### src/rtl/core/price_time_order_matcher_assert.svh
// Assertion macros for the order matcher controller.
`ifndef PRICE_TIME_ORDER_MATCHER_ASSERT_SVH
`define PRICE_TIME_ORDER_MATCHER_ASSERT_SVH

// Same-cycle implication, sampled on clk, off during reset.
`define PTOM_ASSERT_NOW(label, ante, cons, msg) \
  label: assert property (@(posedge clk) disable iff (rst) (ante) |-> (cons)) \
    else $error(msg);

// Next-cycle implication, sampled on clk, off during reset.
`define PTOM_ASSERT_NEXT(label, ante, cons, msg) \
  label: assert property (@(posedge clk) disable iff (rst) (ante) |=> (cons)) \
    else $error(msg);

`endif

### src/rtl/core/ptom_pkg.sv
// Types, codes and defaults shared by the order matcher modules.
package ptom_pkg;

  localparam int BOOK_SLOTS_DEF = 16;

  // Request codes
  localparam logic REQ_SUBMIT = 1'b0;
  localparam logic REQ_CANCEL = 1'b1;

  // Event kinds
  localparam logic [1:0] EV_FILL   = 2'd0;
  localparam logic [1:0] EV_CANCEL = 2'd1;
  localparam logic [1:0] EV_ACK    = 2'd2;
  localparam logic [1:0] EV_REJECT = 2'd3;

  typedef struct packed {
    logic               req_type;
    logic [63:0]        order_id;
    logic               is_sell;
    logic signed [31:0] limit_price;
    logic [31:0]        quantity;
  } req_t;

  typedef struct packed {
    logic [1:0]         event_kind;
    logic [63:0]        event_order_id;
    logic [31:0]        fill_qty;
    logic signed [31:0] fill_price;
    logic               last_of_run;
  } evt_t;

  typedef enum logic [2:0] {
    S_IDLE,
    S_SCAN,
    S_EVAL,
    S_FILL_IN,
    S_FILL_REST
  } state_t;

  typedef enum logic [2:0] {
    EM_NONE,
    EM_FILL_IN,
    EM_FILL_REST,
    EM_CANCEL,
    EM_ACK,
    EM_REJECT
  } emit_t;

  // Controller to datapath
  typedef struct packed {
    logic  load;
    logic  clear;
    logic  step;
    logic  match;
    logic  place;
    logic  remove;
    emit_t emit;
    logic  last;
  } cmd_t;

  // Datapath to controller
  typedef struct packed {
    logic in_skip;
    logic in_cancel;
    logic is_cancel;
    logic scan_last;
    logic best_valid;
    logic free_valid;
    logic fill_ends;
  } stat_t;

endpackage

### src/rtl/core/price_time_order_matcher.sv
// Price-time priority limit order book, top level.
// A request is taken when start is high and busy is low. Each event leaves as
// one beat: result_valid is high for exactly one cycle and the receiver cannot
// stall it. A submit scans the book one slot per cycle and scans it again after
// each fill that does not use up the order; a cancel scans it once, and a
// zero-quantity submit neither scans nor gives an event. The event for the
// final beat of a request is on the result ports in the first cycle with busy
// low, so the next request may be taken at the edge that ends it.
module price_time_order_matcher
  import ptom_pkg::*;
#(
  parameter int BOOK_SLOTS = BOOK_SLOTS_DEF
) (
  input  logic clk,
  input  logic rst,
  input  logic start,
  output logic busy,
  input  req_t request,
  output logic result_valid,
  output evt_t result
);

  cmd_t  cmd;
  stat_t stat;

  ptom_ctrl u_ctrl (
    .clk   (clk),
    .rst   (rst),
    .start (start),
    .stat  (stat),
    .busy  (busy),
    .cmd   (cmd)
  );

  ptom_dp #(
    .BOOK_SLOTS (BOOK_SLOTS)
  ) u_dp (
    .clk          (clk),
    .rst          (rst),
    .request      (request),
    .cmd          (cmd),
    .stat         (stat),
    .result_valid (result_valid),
    .result       (result)
  );

endmodule

### src/rtl/core/ptom_dp.sv
// Datapath: slot storage, one-slot-per-cycle best search, event register.
module ptom_dp
  import ptom_pkg::*;
#(
  parameter int BOOK_SLOTS = BOOK_SLOTS_DEF
) (
  input  logic  clk,
  input  logic  rst,
  input  req_t  request,
  input  cmd_t  cmd,
  output stat_t stat,
  output logic  result_valid,
  output evt_t  result
);

  localparam int IW = (BOOK_SLOTS > 1) ? $clog2(BOOK_SLOTS) : 1;
  localparam logic [IW-1:0] LAST_IDX = IW'(BOOK_SLOTS - 1);

  // Slot storage
  logic               slot_valid     [BOOK_SLOTS];
  logic               slot_is_sell   [BOOK_SLOTS];
  logic signed [31:0] slot_price     [BOOK_SLOTS];
  logic [63:0]        slot_ident     [BOOK_SLOTS];
  logic [31:0]        slot_remaining [BOOK_SLOTS];
  logic [31:0]        slot_arrival   [BOOK_SLOTS];

  logic [31:0] arrival_counter;

  // Working registers for the current item
  req_t               req;
  logic [31:0]        stamp;
  logic [31:0]        rem;
  logic [IW-1:0]      idx;
  logic               best_valid;
  logic [IW-1:0]      best_idx;
  logic signed [31:0] best_price;
  logic [31:0]        best_age;
  logic [31:0]        best_rem;
  logic [63:0]        best_id;
  logic               free_valid;
  logic [IW-1:0]      free_idx;

  logic               cur_valid;
  logic signed [31:0] cur_price;
  logic [31:0]        cur_age;
  logic               cand;
  logic               take;
  logic               hit;
  logic [31:0]        fill_q;

  // Candidate test for the slot under the scan pointer
  always_comb begin
    cur_valid = slot_valid[idx];
    cur_price = slot_price[idx];
    cur_age   = stamp - slot_arrival[idx];
    cand = cur_valid && (slot_is_sell[idx] != req.is_sell) &&
           (req.is_sell ? (cur_price >= req.limit_price)
                        : (cur_price <= req.limit_price));
    if (!best_valid) begin
      take = 1'b1;
    end else if (cur_price != best_price) begin
      take = req.is_sell ? (cur_price > best_price) : (cur_price < best_price);
    end else begin
      take = cur_age > best_age;
    end
    hit    = cur_valid && (slot_ident[idx] == req.order_id);
    fill_q = (rem < best_rem) ? rem : best_rem;
  end

  // Status
  always_comb begin
    stat.in_skip    = (request.req_type == REQ_SUBMIT) && (request.quantity == 32'd0);
    stat.in_cancel  = (request.req_type == REQ_CANCEL);
    stat.is_cancel  = (req.req_type == REQ_CANCEL);
    stat.scan_last  = (idx == LAST_IDX);
    stat.best_valid = best_valid;
    stat.free_valid = free_valid;
    stat.fill_ends  = (rem <= best_rem);
  end

  // Item registers, scan state, counter
  always_ff @(posedge clk) begin
    if (rst) begin
      arrival_counter <= 32'd1;
      best_valid      <= 1'b0;
      free_valid      <= 1'b0;
      idx             <= '0;
    end else begin
      if (cmd.load) begin
        req <= request;
        rem <= request.quantity;
        if (request.req_type == REQ_SUBMIT) begin
          stamp           <= arrival_counter;
          arrival_counter <= arrival_counter + 32'd1;
        end
      end
      if (cmd.clear) begin
        best_valid <= 1'b0;
        free_valid <= 1'b0;
        idx        <= '0;
      end else if (cmd.step) begin
        if (req.req_type == REQ_CANCEL) begin
          if (hit && !best_valid) begin
            best_valid <= 1'b1;
            best_idx   <= idx;
          end
        end else if (cand && take) begin
          best_valid <= 1'b1;
          best_idx   <= idx;
          best_price <= cur_price;
          best_age   <= cur_age;
          best_rem   <= slot_remaining[idx];
          best_id    <= slot_ident[idx];
        end
        if (!cur_valid && !free_valid) begin
          free_valid <= 1'b1;
          free_idx   <= idx;
        end
        if (idx != LAST_IDX) begin
          idx <= idx + IW'(1);
        end
      end
      if (cmd.match) begin
        rem <= rem - fill_q;
      end
    end
  end

  // Slot writes
  always_ff @(posedge clk) begin
    if (rst) begin
      for (int i = 0; i < BOOK_SLOTS; i++) begin
        slot_valid[i] <= 1'b0;
      end
    end else begin
      if (cmd.match) begin
        slot_remaining[best_idx] <= best_rem - fill_q;
        if (best_rem == fill_q) begin
          slot_valid[best_idx] <= 1'b0;
        end
      end
      if (cmd.remove) begin
        slot_valid[best_idx] <= 1'b0;
      end
      if (cmd.place) begin
        slot_valid[free_idx]     <= 1'b1;
        slot_is_sell[free_idx]   <= req.is_sell;
        slot_price[free_idx]     <= req.limit_price;
        slot_ident[free_idx]     <= req.order_id;
        slot_remaining[free_idx] <= rem;
        slot_arrival[free_idx]   <= stamp;
      end
    end
  end

  // Event beat register
  always_ff @(posedge clk) begin
    if (rst) begin
      result_valid <= 1'b0;
    end else begin
      result_valid <= (cmd.emit != EM_NONE);
    end
  end

  always_ff @(posedge clk) begin
    result.last_of_run    <= cmd.last;
    result.event_order_id <= req.order_id;
    result.fill_qty       <= 32'd0;
    result.fill_price     <= 32'sd0;
    unique case (cmd.emit)
      EM_FILL_IN: begin
        result.event_kind <= EV_FILL;
        result.fill_qty   <= fill_q;
        result.fill_price <= best_price;
      end
      EM_FILL_REST: begin
        result.event_kind     <= EV_FILL;
        result.event_order_id <= best_id;
        result.fill_qty       <= fill_q;
        result.fill_price     <= best_price;
      end
      EM_CANCEL: result.event_kind <= EV_CANCEL;
      EM_ACK:    result.event_kind <= EV_ACK;
      EM_REJECT: result.event_kind <= EV_REJECT;
      default:   result.event_kind <= EV_FILL;
    endcase
  end

endmodule

### src/rtl/core/ptom_ctrl.sv
// Controller: sequences scans, fills, placement and cancels.
`include "price_time_order_matcher_assert.svh"
module ptom_ctrl
  import ptom_pkg::*;
(
  input  logic  clk,
  input  logic  rst,
  input  logic  start,
  input  stat_t stat,
  output logic  busy,
  output cmd_t  cmd
);

  state_t state, state_next;

  always_ff @(posedge clk) begin
    if (rst) begin
      state <= S_IDLE;
    end else begin
      state <= state_next;
    end
  end

  assign busy = (state != S_IDLE);

  // Next state and commands
  always_comb begin
    state_next = state;
    cmd        = '0;
    cmd.emit   = EM_NONE;
    unique case (state)
      S_IDLE: begin
        if (start) begin
          cmd.load  = 1'b1;
          cmd.clear = 1'b1;
          if (stat.in_cancel || !stat.in_skip) begin
            state_next = S_SCAN;
          end
        end
      end
      S_SCAN: begin
        cmd.step = 1'b1;
        if (stat.scan_last) begin
          state_next = S_EVAL;
        end
      end
      S_EVAL: begin
        state_next = S_IDLE;
        if (stat.is_cancel) begin
          if (stat.best_valid) begin
            cmd.remove = 1'b1;
            cmd.emit   = EM_CANCEL;
            cmd.last   = 1'b1;
          end
        end else if (stat.best_valid) begin
          state_next = S_FILL_IN;
        end else if (stat.free_valid) begin
          cmd.place = 1'b1;
          cmd.emit  = EM_ACK;
          cmd.last  = 1'b1;
        end else begin
          cmd.emit = EM_REJECT;
          cmd.last = 1'b1;
        end
      end
      S_FILL_IN: begin
        cmd.emit   = EM_FILL_IN;
        state_next = S_FILL_REST;
      end
      S_FILL_REST: begin
        cmd.emit  = EM_FILL_REST;
        cmd.match = 1'b1;
        cmd.last  = stat.fill_ends;
        if (stat.fill_ends) begin
          state_next = S_IDLE;
        end else begin
          cmd.clear  = 1'b1;
          state_next = S_SCAN;
        end
      end
      default: state_next = S_IDLE;
    endcase
  end

  `PTOM_ASSERT_NEXT(a_accept_busy, start && !busy && !stat.in_skip, busy, "accepted item did not start work")
  `PTOM_ASSERT_NEXT(a_fill_pair, state == S_FILL_IN, state == S_FILL_REST, "incoming fill without resting fill")
  `PTOM_ASSERT_NOW(a_fill_has_best, state == S_FILL_IN || state == S_FILL_REST, stat.best_valid, "fill without a matched slot")

endmodule

### config.mk
export PLATFORM = sky130hd
export DESIGN_NAME = price_time_order_matcher
export DESIGN_NICKNAME = d
export VERILOG_FILES = /design/src/rtl/core/ptom_pkg.sv /design/src/rtl/core/price_time_order_matcher.sv /design/src/rtl/core/ptom_dp.sv /design/src/rtl/core/ptom_ctrl.sv
export VERILOG_INCLUDE_DIRS = /design/src /design/src/rtl/core
export SDC_FILE = /design/constraint.sdc
export NUM_CORES = 2
export LEC_CHECK = 0
export BUFFER_PORTS_ARGS = -buffer_cell sky130_fd_sc_hd__buf_2
export CAP_MARGIN = 20
export CORE_MARGIN = 2
export CORE_UTILIZATION = 50
export DETAILED_ROUTE_END_ITERATION = 8
export PLACE_DENSITY = 0.65
export SLEW_MARGIN = 25
export SYNTH_ARGS = -nofsm -noshare
export SYNTH_HDL_FRONTEND = slang
export SYNTH_SLANG_ARGS = --single-unit
### constraint.sdc
create_clock -name clk -period 18.42 [get_ports clk]
set_input_delay 0.921 -clock clk [delete_from_list [all_inputs] [get_ports clk]]
set_output_delay 0.921 -clock clk [all_outputs]
set_load 0.03 [all_outputs]
==> results.txt <==
- Post-Synthesis Cells: between 6,000 and 7,000
- Via count of the first global-routing pass: approximately 66,000
* Comb pwr share: 0.080
- Pre-CTS setup slack: about 8.4 ns
- Distinct cell type count after synthesis: slightly below 80
* Clk pwr share: 0.419
* Final-layout fill cell count: approximately 18,000
* Max-slew violation total from the final report: 0
- Port Buffer Count: between 200 and 300
- Measured against its own limit, the worst slew margin works out to 0.271.
- Number of maximum-capacitance constraint violations: 0
- Average vias per placed instance: just over 6
- Of the cells placed in the final design, the portion with a size suffix greater than 1 is 0.246.
- In this run the post-CTS setup repair buffer count came out at 0.
- The startpoint identified for the worst hold timing path is request[127].
- The worst path meets setup with a little under 9 ns of slack.
- The share of the Yosys chip area taken by registers is 0.731.
* Commonest non-fill, non-tap cell in the layout: sky130_fd_sc_hd__edfxtp_1
* Register bit total from synthesis: just over 3,000
* Class of the most critical hold timing path: in2reg
- Final Wtd Congestion: between 0.8 and 0.9
- Depth of the CTS H-tree: 5
- Internal power: approximately 12 mW
- The critical path goes through buf_4, buf_4, mux4_2, mux4_2, inv_1, ha_1, a2111oi_0, o21ai_0, nand3_1, a31oi_1, o311ai_0, nand4_1, a31o_2, a21oi_1, xnor2_1, ha_1, nand4_1, nor3_1, mux2i_1, a31oi_1, a211oi_4, buf_6, buf_4, a31o_2.
- Detailed-route via count: 65,270
- Subtracting the final worst setup slack from the clock period gives roughly 10 ns.
- After detailed routing, the number of remaining DRC violations is 0.
- Among all stages on the critical path, the largest delay is contributed by sky130_fd_sc_hd__buf_4.
- Clock transition at the register clock pins on the worst setup and hold paths after CTS: 0.06 ns
* Nets: approximately 7,300
* Part of the cycle the worst path needs: 0.529
- Maximum clock frequency: about 100 MHz
- CP endpoint kind: flop
* Io pins: roughly 270
- Yosys printed 0 warnings.
- The tree is rooted in a sky130_fd_sc_hd__clkbuf_16.
* Number of setup violations in the final report: 0
* Floorplan core area: approximately 250,000 µm²
- For this design, the CTS-stage hold fixing added 0 buffers.
* Critical-path maximum fanout: 64
- Largest net degree at the start of global routing: about 110
- The final layout contains routed wiring with a total length of ~310,000 µm.
- Summing every instance area after synthesis gives about 120,000 µm².
- Fraction of registers with async set/reset: 0
- Area share of the largest cell type after synthesis: 0.703
* Highest cell delay on the worst timing path: around 0.81 ns
- The final hold violation count was 0.
- STA classifies the critical path startpoint as a flop.
* Area of the die: between 200,000 and 300,000 µm²
- Leaving out fill and tap cells, the most frequent cells in the layout are sky130_fd_sc_hd__edfxtp_1 (2,922), sky130_fd_sc_hd__mux4_2 (691), sky130_fd_sc_hd__clkbuf_16 (344), sky130_fd_sc_hd__buf_2 (265), sky130_fd_sc_hd__nand2_1 (244).
- Top area cells in the synthesized netlist: sky130_fd_sc_hd__edfxtp_1 (70%), sky130_fd_sc_hd__mux4_2 (12%), sky130_fd_sc_hd__dfxtp_1 (2.8%)
- Dividing the detail-routed wire length by the instance count gives ~30 µm.
* Sequential cell fraction of total power: 0.501
* Data arrival, critical path: between 10 and 15 ns
- The largest total area in the synthesized netlist belongs to sky130_fd_sc_hd__edfxtp_1.
- Summed over all cells, the static leakage comes to around 46 nW.
- Maximum clock skew at final layout: 0.0888 ns
- The clock reaches the later pin of the worst-skew pair after 0.97 ns.
- Number of iterations in the first detailed-routing pass: 6
- In this design, the critical path's most frequently occurring cell is sky130_fd_sc_hd__buf_4.
* TritonCTS clock tree: done
* Run status: completed
- Pwr per Cell Area: about 110 nW/µm²
- Counting along the longest clock path gives a buffer depth of 4.
- Overall overflow remaining after global route: 0
* Number of gates resized after CTS: 0
- Synthesized netlist net count: a little under 7,000
- Power, Total: around 16 mW
- Count of flip-flops with a built-in enable after synthesis: a little under 3,000
* GRT Overall Usage: 0.245
- Switching power: ~3.5 mW
- Starting DRT DRC Count: 7,354
- The floorplan has roughly 180 rows.
- Start-to-end type of the worst setup path: reg2reg
* Floorplan die height: between 500 and 600 µm
- Area added between synthesis and finish: 13.4%
- Die Span X: between 500 and 600 µm
- Count of clock tree sinks: 3,099
- Total clock buffers created by CTS: between 300 and 400
- The worst-case IR drop observed on VDD is ~97 µV.
- Final sum of negative setup slack: 0 ns
- Critical Path RT: ~19 ns
- For the pin with the worst max-slew slack, the measured transition is 1.09 ns.
- The count of nets left with antenna violations once routing finished came out at 0.
- Average size of a mapped cell: ~19 µm²
- Antenna violations before repair: 10
- Commonest register cell after synthesis: sky130_fd_sc_hd__edfxtp_1
- Placed wire-length estimate after detailed placement: 177,000 µm
- Switching share of power: 0.222
* First-pass GRT wire length: 456,000 µm
* Effective utilization at floorplan: 0.503
- Setup repair after global routing left no endpoint under its margin.
==> layer usage <==
layer	part of all wire	global-route usage	routed length (µm)	up-vias
met5	0.00012	0	38	-
met4	0.023	0.0580	7080	6
met3	0.074	0.0389	23300	462
met2	0.48	0.391	151000	2697
met1	0.42	0.356	133000	34657
li1	-	-	-	27448
==> through the flow <==
step	hold slack (ns)	instance area (µm²)	instances	util
4_1_cts	0.0641	142000	10573	0.570
3_5_place_dp	0.437	131000	9978	0.526
2_1_floorplan	0.418	125000	6513	-
3_3_place_gp	0.435	131000	9974	0.526
5_1_grt	0.0812	142000	10576	0.570
6_report	0.125	142000	10577	0.570
==> synth_stat cells, drive strengths merged (10+ instances only) <==
cell	number
edfxtp	2922
mux4	691
nor2	251
nand2	245
ha	226
inv	210
a21oi	183
dfxtp	177
mux2i	177
buf	162
o21ai	138
mux2	113
clkbuf	106
xor2	81
xnor2	67
nand3	64
nor3	62
a21o	53
nand4	48
a22oi	41
and3	38
a31oi	32
nand2b	32
a211oi	31
nor2b	31
nor4	30
o21a	23
or3	22
o31ai	17
o211ai	16
o22ai	16
a211o	15
a221oi	14
and2	14
a21boi	13
nand3b	10
o21bai	10
==> flip-flops by register name, summed over array words and instances (netlist names), named ones only <==
signal                flops
u_dp.slot_ident        1024
u_dp.slot_arrival       512
u_dp.slot_price         512
u_dp.slot_remaining     512
u_dp.result             131
u_dp.req                 97
u_dp.best_id             64
u_dp.arrival_counter     32
u_dp.best_age            32
u_dp.best_price          32
u_dp.best_rem            32
u_dp.rem                 32
u_dp.stamp               32
u_dp.slot_is_sell        16
u_dp.slot_valid          16
u_dp.best_idx             4
u_dp.free_idx             4
u_dp.idx                  4
u_ctrl.state              3
u_dp.best_valid           1
u_dp.free_valid           1
u_dp.result_valid         1
u_dp.stat                 1
==> worst paths after layout <==
| path | endpoint | slack [ns] | depth (start not counted) |
|---|---|---|---|
| setup / recovery | u_dp.best_idx[1]$_DFFE_PP_ | 8.68 | 24 |
| hold / removal | u_dp.req[127]$_DFFE_PP_ | 0.13 | 1 |
| setup reg to reg | u_dp.best_idx[1]$_DFFE_PP_ | 8.68 | 24 |
| hold reg to reg | u_dp.result[118]$_DFF_P_ | 0.44 | 1 |
==> worst max-delay path: cells and delay by family (launching register included) <==
| kind | cells | cell delay, ns |
|---|---|---|
| buf+inv | 5 | 2.71 |
| mux | 3 | 1.11 |
| fa+ha+maj | 2 | 0.59 |
| simple gates | 4 | 1.07 |
| xor+xnor | 1 | 0.12 |
| flops | 1 | 0.76 |
| compound gates | 9 | 2.89 |
==> area by class of cell <==
type	count	area, µm²	area share
timing repair buffer	405	2570	0.0182
multi-input combinational	2935	32000	0.226
clock buffer	427	9070	0.0640
clock inverter	168	1730	0.0122
tap	3330	4170	0.0294
antenna	2	5.00	0.0000353
inverter	211	801	0.00565
sequential	3099	91300	0.645
==> power by group through the flow <==
stage,sequential [mW],clock (mW),combinational [mW]
global placement,8.09,0,1.25
finish,7.94,6.64,1.27
detailed placement,8.09,0,1.27
floorplan,8.08,0,0.901
global route,7.95,7.01,1.38
CTS,7.94,6.73,1.28
==> kinds of logic (layout without fill, tap and decap cells) <==
logic type               count (synthesis)  in the layout  synth area share
other                                    0              2                 0
multiplexers                           981            981             0.149
buffers and inverters                  479           1211            0.0165
flip-flops                            3099           3099             0.731
AO/OA/AOI/OAI                          696            696            0.0365
adder cells (fa/ha/maj)                229            229            0.0231
AND/OR/NAND/NOR                        881            881            0.0335
XOR/XNOR                               148            148            0.0104
Power figures use the tool's default switching activity.
